$ cat config.mk
export PLATFORM = sky130hd
export DESIGN_NAME = dle_etx_frame_deframer_top
export DESIGN_NICKNAME = d
export VERILOG_FILES = /design/src/hdl/dle_etx_pkg.sv /design/src/hdl/dle_etx_core.sv /design/src/hdl/dle_etx_obuf.sv /design/src/hdl/dle_etx_frame_deframer_top.sv
export VERILOG_INCLUDE_DIRS = /design/src /design/src/hdl
export SDC_FILE = /design/constraint.sdc
export NUM_CORES = 1
export LEC_CHECK = 0
export BUFFER_PORTS_ARGS = -buffer_cell sky130_fd_sc_hd__buf_2
export CAP_MARGIN = 20
export CORE_ASPECT_RATIO = 1.1
export CORE_MARGIN = 3
export CORE_UTILIZATION = 38
export CTS_CLUSTER_DIAMETER = 30
export CTS_CLUSTER_SIZE = 14
export DETAILED_ROUTE_END_ITERATION = 6
export PLACE_DENSITY_LB_ADDON = 0.05
export SLEW_MARGIN = 5
export SYNTH_ARGS = -nofsm -noshare
export SYNTH_HDL_FRONTEND = slang
export SYNTH_SLANG_ARGS = --single-unit
$ cat constraint.sdc
create_clock -name clk -period 2.9 [get_ports clk]
set_input_delay 0.87 -clock clk [delete_from_list [all_inputs] [get_ports clk]]
set_output_delay 0.87 -clock clk [all_outputs]
set_load 0.05 [all_outputs]
$ cat src/hdl/dle_etx_frame_deframer_top_defines.svh
// Assertion macros used by the DLE/ETX deframer top level.
`ifndef DLE_ETX_FRAME_DEFRAMER_TOP_DEFINES_SVH
`define DLE_ETX_FRAME_DEFRAMER_TOP_DEFINES_SVH

// Same-cycle implication, checked at every rising edge outside reset.
`define DLE_ETX_ASSERT_IMPL(lbl, ante, cons, msg) \
    lbl: assert property (@(posedge clk) disable iff (!rst_n) (ante) |-> (cons)) \
        else $error(msg);

// Next-cycle implication, checked at every rising edge outside reset.
`define DLE_ETX_ASSERT_NEXT(lbl, ante, cons, msg) \
    lbl: assert property (@(posedge clk) disable iff (!rst_n) (ante) |=> (cons)) \
        else $error(msg);

`endif

$ cat src/hdl/dle_etx_pkg.sv
// Types and constants shared by the DLE/ETX deframer modules.
`default_nettype none

package dle_etx_pkg;

    // Frame buffer size in bytes; a frame that reaches it is aborted.
    localparam int unsigned BUFFER_BYTES = 128;

    // Framing codes.
    localparam logic [7:0] DLE_CODE = 8'h10;
    localparam logic [7:0] ETX_CODE = 8'h03;

    // Event kinds reported on the result channel.
    localparam logic [1:0] EV_PAYLOAD  = 2'd0;
    localparam logic [1:0] EV_DONE     = 2'd1;
    localparam logic [1:0] EV_EMPTY    = 2'd2;
    localparam logic [1:0] EV_OVERFLOW = 2'd3;

    // One result request.
    typedef struct packed {
        logic [1:0] kind;
        logic [7:0] payload;
        logic [7:0] length;
    } dle_etx_res_t;

    // Frame state visible to the top level for checking.
    typedef struct packed {
        logic       hunting;
        logic [7:0] kept_count;
        logic       held_valid;
    } dle_etx_core_stat_t;

    // Occupancy of the output buffer.
    typedef struct packed {
        logic main_valid;
        logic skid_valid;
    } dle_etx_obuf_stat_t;

endpackage

`default_nettype wire

$ cat src/hdl/dle_etx_core.sv
// Frame state and single-pass unstuffing logic of the DLE/ETX deframer.
`default_nettype none

module dle_etx_core
    import dle_etx_pkg::*;
(
    input  wire logic               clk,
    input  wire logic               rst_n,
    input  wire logic               in_fire,
    input  wire logic [7:0]         rx_byte,
    output logic                    res_valid,
    output dle_etx_res_t            res,
    output dle_etx_core_stat_t      stat
);

    logic       hunting_reg, hunting_next;
    logic [7:0] kept_count_reg, kept_count_next;
    logic       dle_parity_reg, dle_parity_next;
    logic [7:0] held_byte_reg, held_byte_next;
    logic       held_valid_reg, held_valid_next;

    // Next frame state and the result caused by the accepted byte.
    always_comb
    begin
        logic       keep;
        logic [8:0] count_inc;

        keep            = 1'b0;
        count_inc       = {1'b0, kept_count_reg} + 9'd1;
        hunting_next    = hunting_reg;
        kept_count_next = kept_count_reg;
        dle_parity_next = dle_parity_reg;
        held_byte_next  = held_byte_reg;
        held_valid_next = held_valid_reg;
        res_valid       = 1'b0;
        res             = '0;

        if (in_fire)
        begin
            if (hunting_reg)
            begin
                // A start byte opens a fresh frame; anything else is discarded.
                if (rx_byte == DLE_CODE)
                begin
                    hunting_next    = 1'b0;
                    kept_count_next = '0;
                    dle_parity_next = 1'b0;
                    held_byte_next  = '0;
                    held_valid_next = 1'b0;
                end
            end
            else
            begin
                if (rx_byte == DLE_CODE)
                begin
                    // The second byte of a stuffed pair is dropped.
                    dle_parity_next = ~dle_parity_reg;
                    keep            = ~dle_parity_reg;
                end
                else if (rx_byte == ETX_CODE && dle_parity_reg)
                begin
                    // End of frame: the held trailer byte is discarded.
                    hunting_next    = 1'b1;
                    kept_count_next = '0;
                    dle_parity_next = 1'b0;
                    held_byte_next  = '0;
                    held_valid_next = 1'b0;
                    res_valid       = 1'b1;
                    if (kept_count_reg <= 8'd1)
                    begin
                        res.kind = EV_EMPTY;
                    end
                    else
                    begin
                        res.kind   = EV_DONE;
                        res.length = kept_count_reg - 8'd1;
                    end
                end
                else
                begin
                    keep = 1'b1;
                end

                if (keep)
                begin
                    if (count_inc >= 9'(BUFFER_BYTES))
                    begin
                        // Buffer full: abort the frame and hunt again.
                        hunting_next    = 1'b1;
                        kept_count_next = '0;
                        dle_parity_next = 1'b0;
                        held_byte_next  = '0;
                        held_valid_next = 1'b0;
                        res_valid       = 1'b1;
                        res.kind        = EV_OVERFLOW;
                    end
                    else
                    begin
                        // Hold this byte and release the previous one.
                        kept_count_next = count_inc[7:0];
                        held_byte_next  = rx_byte;
                        held_valid_next = 1'b1;
                        if (held_valid_reg)
                        begin
                            res_valid   = 1'b1;
                            res.kind    = EV_PAYLOAD;
                            res.payload = held_byte_reg;
                        end
                    end
                end
            end
        end
    end

    // Frame state registers.
    always_ff @(posedge clk or negedge rst_n)
    begin
        if (!rst_n)
        begin
            hunting_reg    <= 1'b1;
            kept_count_reg <= '0;
            dle_parity_reg <= 1'b0;
            held_byte_reg  <= '0;
            held_valid_reg <= 1'b0;
        end
        else
        begin
            hunting_reg    <= hunting_next;
            kept_count_reg <= kept_count_next;
            dle_parity_reg <= dle_parity_next;
            held_byte_reg  <= held_byte_next;
            held_valid_reg <= held_valid_next;
        end
    end

    assign stat.hunting    = hunting_reg;
    assign stat.kept_count = kept_count_reg;
    assign stat.held_valid = held_valid_reg;

endmodule

`default_nettype wire

$ cat src/hdl/dle_etx_obuf.sv
// Output register with a skid stage for the deframer result channel.
`default_nettype none

module dle_etx_obuf
    import dle_etx_pkg::*;
(
    input  wire logic               clk,
    input  wire logic               rst_n,
    input  wire logic               push,
    input  wire dle_etx_res_t       push_res,
    output logic                    full,
    output logic                    out_valid,
    input  wire logic               out_stall,
    output dle_etx_res_t            out_res,
    output dle_etx_obuf_stat_t      stat
);

    logic         main_valid_reg, main_valid_next;
    logic         skid_valid_reg, skid_valid_next;
    dle_etx_res_t main_res_reg, main_res_next;
    dle_etx_res_t skid_res_reg, skid_res_next;
    logic         pop;

    assign pop = main_valid_reg & ~out_stall;

    // Move requests between the skid stage and the output register.
    always_comb
    begin
        main_valid_next = main_valid_reg;
        skid_valid_next = skid_valid_reg;
        main_res_next   = main_res_reg;
        skid_res_next   = skid_res_reg;

        if (skid_valid_reg)
        begin
            // No push is taken while the skid stage is occupied.
            if (pop)
            begin
                main_res_next   = skid_res_reg;
                skid_valid_next = 1'b0;
            end
        end
        else if (push)
        begin
            if (!main_valid_reg || pop)
            begin
                main_res_next   = push_res;
                main_valid_next = 1'b1;
            end
            else
            begin
                skid_res_next   = push_res;
                skid_valid_next = 1'b1;
            end
        end
        else if (pop)
        begin
            main_valid_next = 1'b0;
        end
    end

    // Control state is reset; the request payload is not.
    always_ff @(posedge clk or negedge rst_n)
    begin
        if (!rst_n)
        begin
            main_valid_reg <= 1'b0;
            skid_valid_reg <= 1'b0;
        end
        else
        begin
            main_valid_reg <= main_valid_next;
            skid_valid_reg <= skid_valid_next;
        end
    end

    always_ff @(posedge clk)
    begin
        main_res_reg <= main_res_next;
        skid_res_reg <= skid_res_next;
    end

    assign full            = skid_valid_reg;
    assign out_valid       = main_valid_reg;
    assign out_res         = main_res_reg;
    assign stat.main_valid = main_valid_reg;
    assign stat.skid_valid = skid_valid_reg;

endmodule

`default_nettype wire

$ cat src/hdl/dle_etx_frame_deframer_top.sv
// DLE/ETX byte-unstuffing deframer, top level.
// A result request caused by a byte reaches out_valid through the output register or its skid stage.
// One received byte per cycle while in_stall is low (single-pass frame state update).
// in_stall rises only when the output register and its skid stage both hold requests.
// Reset (rst_n, asynchronous, active low) empties both stages and starts hunting.
`default_nettype none

`include "dle_etx_frame_deframer_top_defines.svh"

module dle_etx_frame_deframer_top
    import dle_etx_pkg::*;
(
    input  wire logic       clk,
    input  wire logic       rst_n,
    input  wire logic       in_valid,
    output logic            in_stall,
    input  wire logic [7:0] rx_byte,
    output logic            out_valid,
    input  wire logic       out_stall,
    output logic [1:0]      event_kind,
    output logic [7:0]      payload_byte,
    output logic [7:0]      frame_length
);

    logic               in_fire;
    logic               res_valid;
    dle_etx_res_t       res;
    dle_etx_res_t       out_res;
    logic               buf_full;
    dle_etx_core_stat_t core_stat;
    dle_etx_obuf_stat_t obuf_stat;

    // A byte is taken whenever the skid stage is free.
    assign in_stall = buf_full;
    assign in_fire  = in_valid & ~buf_full;

    dle_etx_core u_core (
        .clk       (clk),
        .rst_n     (rst_n),
        .in_fire   (in_fire),
        .rx_byte   (rx_byte),
        .res_valid (res_valid),
        .res       (res),
        .stat      (core_stat)
    );

    dle_etx_obuf u_obuf (
        .clk       (clk),
        .rst_n     (rst_n),
        .push      (res_valid),
        .push_res  (res),
        .full      (buf_full),
        .out_valid (out_valid),
        .out_stall (out_stall),
        .out_res   (out_res),
        .stat      (obuf_stat)
    );

    assign event_kind   = out_res.kind;
    assign payload_byte = out_res.payload;
    assign frame_length = out_res.length;

    // Checks on frame state and buffer occupancy.
    `DLE_ETX_ASSERT_IMPL(a_skid_behind_main, obuf_stat.skid_valid, obuf_stat.main_valid, "skid holds a request while the output register is empty")
    `DLE_ETX_ASSERT_IMPL(a_hunt_clear, core_stat.hunting, (core_stat.kept_count == 8'd0) && !core_stat.held_valid, "frame state not cleared while hunting")
    `DLE_ETX_ASSERT_IMPL(a_count_bound, 1'b1, core_stat.kept_count < 8'(BUFFER_BYTES), "kept count reached the buffer size")
    `DLE_ETX_ASSERT_NEXT(a_push_lands, res_valid && !obuf_stat.skid_valid, out_valid, "pushed request did not reach the output")

endmodule

`default_nettype wire

# After elaboration in Yosys (flattened, before gate mapping)
# Cells that the tools add are included.
op_classes:
  n_addsub: 2
  n_lt_le_gt_ge: 2
  eq_ne: 6
  mux: 58
  bitwise_logic: 6
  reduce_logical: 12
ops:
  columns: ["op", "count"]
  rows:
  - ["$mux 18", 6]
  - ["$mux 8", 13]
  - ["$mux 1", 33]
  - ["$mux 10", 2]
  - ["$add 8x1->9 const B", 1]
  - ["$ge 9x8->1 const B", 1]
  - ["$reduce_and 3->1", 3]
  - ["$eq 8x2->1 const B", 1]
  - ["$eq 8x5->1 const B", 1]
  - ["$le 8x1->1 const B", 1]
  - ["$mux 2", 4]
  - ["$sub 8x1->8 const B", 1]
  - ["$reduce_bool 2->1", 3]
  - ["$ne 2x2->1 const B", 2]
  - ["$not 1->1", 4]
  - ["$reduce_and 4->1", 1]
  - ["$ne 3x2->1 const B", 1]
  - ["$reduce_bool 3->1", 1]
  - ["$and 1x1->1", 2]
  - ["$ne 2x1->1 const B", 1]
  - ["$reduce_and 2->1", 1]
  - ["$logic_and 1x1->1", 1]
  - ["$logic_not 1->1", 1]
  - ["$logic_or 1x1->1", 1]
totals:
  register_bits: 57
  input_bits: 12
  out_inout_bits: 20
  wordCells: 99

# Depth between registers and ports, before layout
depth:
  word_depth: 12
  mapped_depth: 7
  depth_no_buf: 7

# Cells and area by module
# A second synthesis with hierarchy kept.
unflattened:
  hier_cells: 224
  area_unflattened_um2: 2796.4
by_module_without_submodules:
  columns: ["module", "instances", "cells_each", "area_per_inst_um2", "seq_area_each_um2"]
  rows:
  - ["dle_etx_obuf", 1, 70, 1485.2, 1131.1]
  - ["dle_etx_core", 1, 153, 1297.5, 476.7]
  - ["dle_etx_frame_deframer_top", 1, 1, 13.8, 0.0]

# Worst setup path before layout
# Ideal clock, no wire load.
synth_path:
  path_type: "input port to flip-flop"
  start: "input rx_byte[2]"
  end: "register u_obuf.main_res_reg (netlist bit u_obuf.out_res[0]) (enable)"
  setup_time_ns: 0.421
  arrival_time_ns: 3.429
  required_ns: 2.479
  setup_slack_ns: -0.949
  path_stages: 5
  n_path_buf: 0
  cell_sequence: "or4_4 > or3_4 > o21ai_0 > o21bai_1 > a21boi_0"
synth_between:
  elab_chain_len: 11
  elab_cells_between_ends: 16
  cone_classes: "eq/ne (2); mux (11); reduce/logical (3)"
synth_lines:
  columns: ["item", "line_no", "text"]
  rows:
  - ["start: declaration", "dle_etx_frame_deframer_top.sv:17", "input wire logic [7:0] rx_byte,"]
  - ["$eq 8x2->1", "dle_etx_core.sv:60", "else if (rx_byte == ETX_CODE && dle_parity_reg)"]
  - ["$logic_and 1x1->1", "dle_etx_core.sv:60", null]
  - ["$mux 1", "dle_etx_core.sv:60", null]
  - ["$mux 1", "dle_etx_core.sv:54", "if (rx_byte == DLE_CODE)"]
  - ["$mux 1, on equally long branches", "dle_etx_core.sv:103, dle_etx_core.sv:40", null]
  - ["$mux 1, on equally long branches", "dle_etx_core.sv:86, dle_etx_core.sv:38", null]
  - ["$mux 1 *", "dle_etx_core.sv:84", "if (keep)"]
  - ["$mux 1 *", "dle_etx_core.sv:40", "if (hunting_reg)"]
  - ["$mux 1 *", "dle_etx_core.sv:38", "if (in_fire)"]
  - ["$reduce_bool 2->1 (no source line) *", null, null]
  - ["$reduce_and 3->1 (no source line) *", null, null]
  - ["end signal: assignment", "dle_etx_obuf.sv:79", "main_res_reg <= main_res_next;"]
  - ["end: declaration", "dle_etx_obuf.sv:20", "dle_etx_res_t main_res_reg, main_res_next;"]
# Every way passes the cells marked *; elsewhere a longest branch is shown, timed or not. The select of a mux whose other input is x is not followed.
# A chain may end at the register's enable or synchronous reset.

# Final worst setup path
layout_path:
  start: "input rx_byte[2]"
  end: "register u_obuf.main_res_reg (netlist bit u_obuf.out_res[15]) (enable)"
# The elaborated chain is that of the path after synthesis.

==> Flow_metrics.wiki <==
{| class="wikitable"
! Metric !! Value
|-
| Status || finished, final reports clean
|-
| I/O pin count || 32
|-
| Worst-margin pin slew || 0.556 ns
|-
| Drt initial violations || 67
|-
| Number of remaining DRC errors || 0
|-
| First-pass GRT wire length || 8770 um
|-
| Final Slew Violations || 0
|-
| Routed WL per cell || 15.2 um
|-
| Fin crit share || 89.3%
|-
| Post-synthesis instance area || 2650 um2
|-
| Maximum frequency from static timing analysis || 386 MHz
|-
| Syn Area/Cell || 12.1 um2
|-
| Drt first pass iters || 5
|-
| GR Util met1 || 20.4%
|-
| Placed instance count || 337
|-
| Total of buffers placed on input and output ports || 31
|-
| Launching point of the worst reg2reg path || u_core.kept_count_reg[0]
|-
| Most frequent cells in the layout || sky130_fd_sc_hd__edfxtp_1, sky130_fd_sc_hd__buf_2, sky130_fd_sc_hd__nand2_1, sky130_fd_sc_hd__dfrtp_1, sky130_fd_sc_hd__a21o_1
|-
| Clock transition at path regs || 0.07 ns
|-
| Maximum fanout count along the critical path || 18
|-
| Die boundary width || 85.6 um
|-
| Cell depth of the worst hold path || 2
|-
| Initial Util || 39.7%
|-
| Met2 capacity usage during global routing || 20.7%
|-
| Die Area || 8010 um2
|-
| Leakage power || 0.00145 uW
|-
| Post-route antenna net violation count || 0
|-
| Ratio of total power to cell area || 845 nW/um2
|-
| Total routed wirelength || 5380 um
|-
| Most utilized layer in the global route result || met2
|-
| Hold Violations, Final || 0
|-
| Final HPWL DP || 3850 um
|-
| Most frequent standard cell in the layout excluding fill and tap cells || sky130_fd_sc_hd__edfxtp_1
|-
| Crit Path Class || primary input to flop
|-
| Clock tree from TritonCTS || yes
|-
| Setup slack on the worst flop-to-flop path || 0.62 ns
|-
| Die boundary height || 93.6 um
|-
| Share of cells above drive strength 1 || 31.7%
|-
| Post-CTS setup buffer count || 0
|-
| Post-synthesis register bit count || 57
|-
| Diodes inserted || 0
|-
| Cell family with most CP delay || simple AND/OR/NAND/NOR gates
|-
| Summed negative setup slack over all endpoints || 0 ns
|-
| H-tree lvl count || 3
|-
| Count of synthesis-stage warnings from yosys || 0
|-
| Cell chosen for the clock root || sky130_fd_sc_hd__clkbuf_8
|-
| Worst-case headroom to the max-slew limit || 62.9%
|-
| HP Class || flop to flop
|-
| Synthesis-to-finish area growth || 20.5%
|-
| Post-Syn Nets || 234
|-
| Standard cell core area || 6670 um2
|-
| Largest net degree at the start of global routing || 23
|-
| Total CTS buffers || 9
|-
| Final net count || 281
|-
| Length in cells of the worst reg-to-reg path || 6
|-
| Filler-free cell count of the finished design || 353
|-
| Max Buffers Root-to-Sink || 2
|-
| Required time of the critical path || 2.94 ns
|-
| Antenna violations before repair || 0
|-
| Sequential area share after synthesis || 60.7%
|-
| GRT met3 Usage || 5.20%
|-
| Slowest stage cell, crit path || sky130_fd_sc_hd__or4_4
|-
| Number of instances in the synthesized netlist || 219
|-
| Count of buffering cells on the critical path with inverters included || 2
|-
| Worst-skew pair later-pin latency || 0.34 ns
|-
| Worst reg2reg path endpoint || u_obuf.out_res[15]
|-
| CP Capture Type || flop
|-
| Startpoint of the lowest-slack hold path || u_core.held_byte_reg[2]
|-
| GR Util All Layers || 14.5%
|-
| RSZ-0062 raised after global routing || false
|-
| CTS resizes || 0
|-
| Via density per instance || 5.15
|-
| Largest voltage drop on the vdd net || 0.591 mV
|-
| Yosys cell types || 50
|-
| Clock period minus worst slack || 2.59 ns
|-
| Count of hold buffers inserted by post-cts repair || 0
|-
| Kind of start point of the critical path || primary input
|-
| Primary FF master, synth || sky130_fd_sc_hd__edfxtp_1
|-
| Hold Path Sink || u_core.held_byte_reg[2]
|-
| Data arrival time of the critical path || 2.63 ns
|-
| Placement Rows || 31
|-
| Final-report setup violation count || 0
|-
| Critical path cell sequence || buf_2 -> or4_4 -> or3_4 -> o21ai_0 -> o21bai_1 -> a21boi_4 -> buf_12
|-
| Overall overflow remaining after global route || 0
|-
| Number of max-cap violations || 0
|-
| Number of flops mapped to enable cells by yosys || 36
|-
| Peak per-stage delay on the critical path || 0.52 ns
|-
| DR vias || 1818
|-
| Clk sink count || 57
|-
| GPL Wtd Cong || 0.778
|-
| Vias in the first global route || 1711
|-
| Setup clock skew after layout || 0.00729 ns
|-
| Proportion of synthesized flip-flops having asynchronous set or reset || 36.8%
|}
layout make-up:
cell class / instances / area [um2]
fillers: 636 / 3480
flip-flops and latches: 57 / 1610
multi-input cells: 147 / 973
repair buffers: 46 / 293
clock buffers: 9 / 124
well taps: 82 / 103
clock inverters: 7 / 71.3
inverters: 5 / 18.8
worst max path at each step:
stage / startpoint / endpoint / slack [ns] / cells after the start
global placement: rx_byte[2] / u_obuf.out_res[2] / -0.03 / 7
detailed placement: rx_byte[2] / u_obuf.out_res[3] / -0.05 / 7
floorplan: rx_byte[2] / u_obuf.out_res[0] / -0.008 / 5
finish: rx_byte[2] / u_obuf.out_res[15] / 0.31 / 7
CTS: rx_byte[2] / u_obuf.out_res[15] / 0.31 / 7
global route: rx_byte[2] / u_obuf.out_res[13] / 0.25 / 7
kinds of logic (layout without fill, tap and decap cells):
family                   count (synthesis)  count (layout)  synth area share (%)
AND/OR/NAND/NOR                         79              79                  16.4
XOR/XNOR                                 5               5                  1.65
multiplexers                             1               1                 0.378
AO/OA/AOI/OAI                           59              59                  16.2
adder cells (fa/ha/maj)                  3               3                  1.42
buffers and inverters                   15              67                  3.26
flip-flops                              57              57                  60.7
power by group:
group	total, uW	internal (uW)	leakage (uW)	switching (uW)
combinational	819	274	0.000754	545
clock	728	393	0.0000811	336
sequential	1150	1030	0.000617	114
stage by stage:
| step | setup WS [ns] | hold WS, ns | power, uW | instance area, um2 | util [%] |
|---|---|---|---|---|---|
| floorplan | -0.00842 | 0.442 | 1770 | 2670 | - |
| global placement | -0.0283 | 0.463 | 1990 | 3000 | 44.9 |
| detailed placement | -0.0520 | 0.471 | 1990 | 3000 | 44.9 |
| CTS | 0.311 | 0.487 | 2730 | 3190 | 47.8 |
| global route | 0.254 | 0.511 | 2840 | 3190 | 47.8 |
| finish | 0.311 | 0.475 | 2690 | 3190 | 47.8 |
cells in the mapped netlist (all sizes together) (2+ instances only):
master	count	area share, %
nand3	3	0.57
nor4	3	0.71
inv	5	0.71
nand2b	3	0.80
edfxtp	36	41
xnor2	3	0.99
dfrtp	20	19
and3	12	3.6
a22o	5	1.9
and4	3	1.1
xor2	2	0.66
nor2	15	2.1
clkbuf	4	0.57
buf	4	1.2
ha	3	1.4
a21o	20	5.7
nor3	3	0.57
nand2	25	3.5
a21oi	5	0.94
o22ai	2	0.47
nand4	2	0.47
a21boi	2	0.57
o21ai	17	3.2
nor2b	4	0.94
tightest hold or removal path, stage by stage (launching register included):
cell and delay (ns):
sky130_fd_sc_hd__dfrtp_1 0.34, sky130_fd_sc_hd__nand2_1 0.04, sky130_fd_sc_hd__o21ai_0 0.05
metal layers:
layer	share of wire, %	vias up	wire, um
li1	-	903	-
met5	0	-	0
met1	52	876	2810
met4	0.97	0	52
met3	4.1	5	222
met2	43	34	2300
No activity file was read; power rests on OpenSTA's default activity.
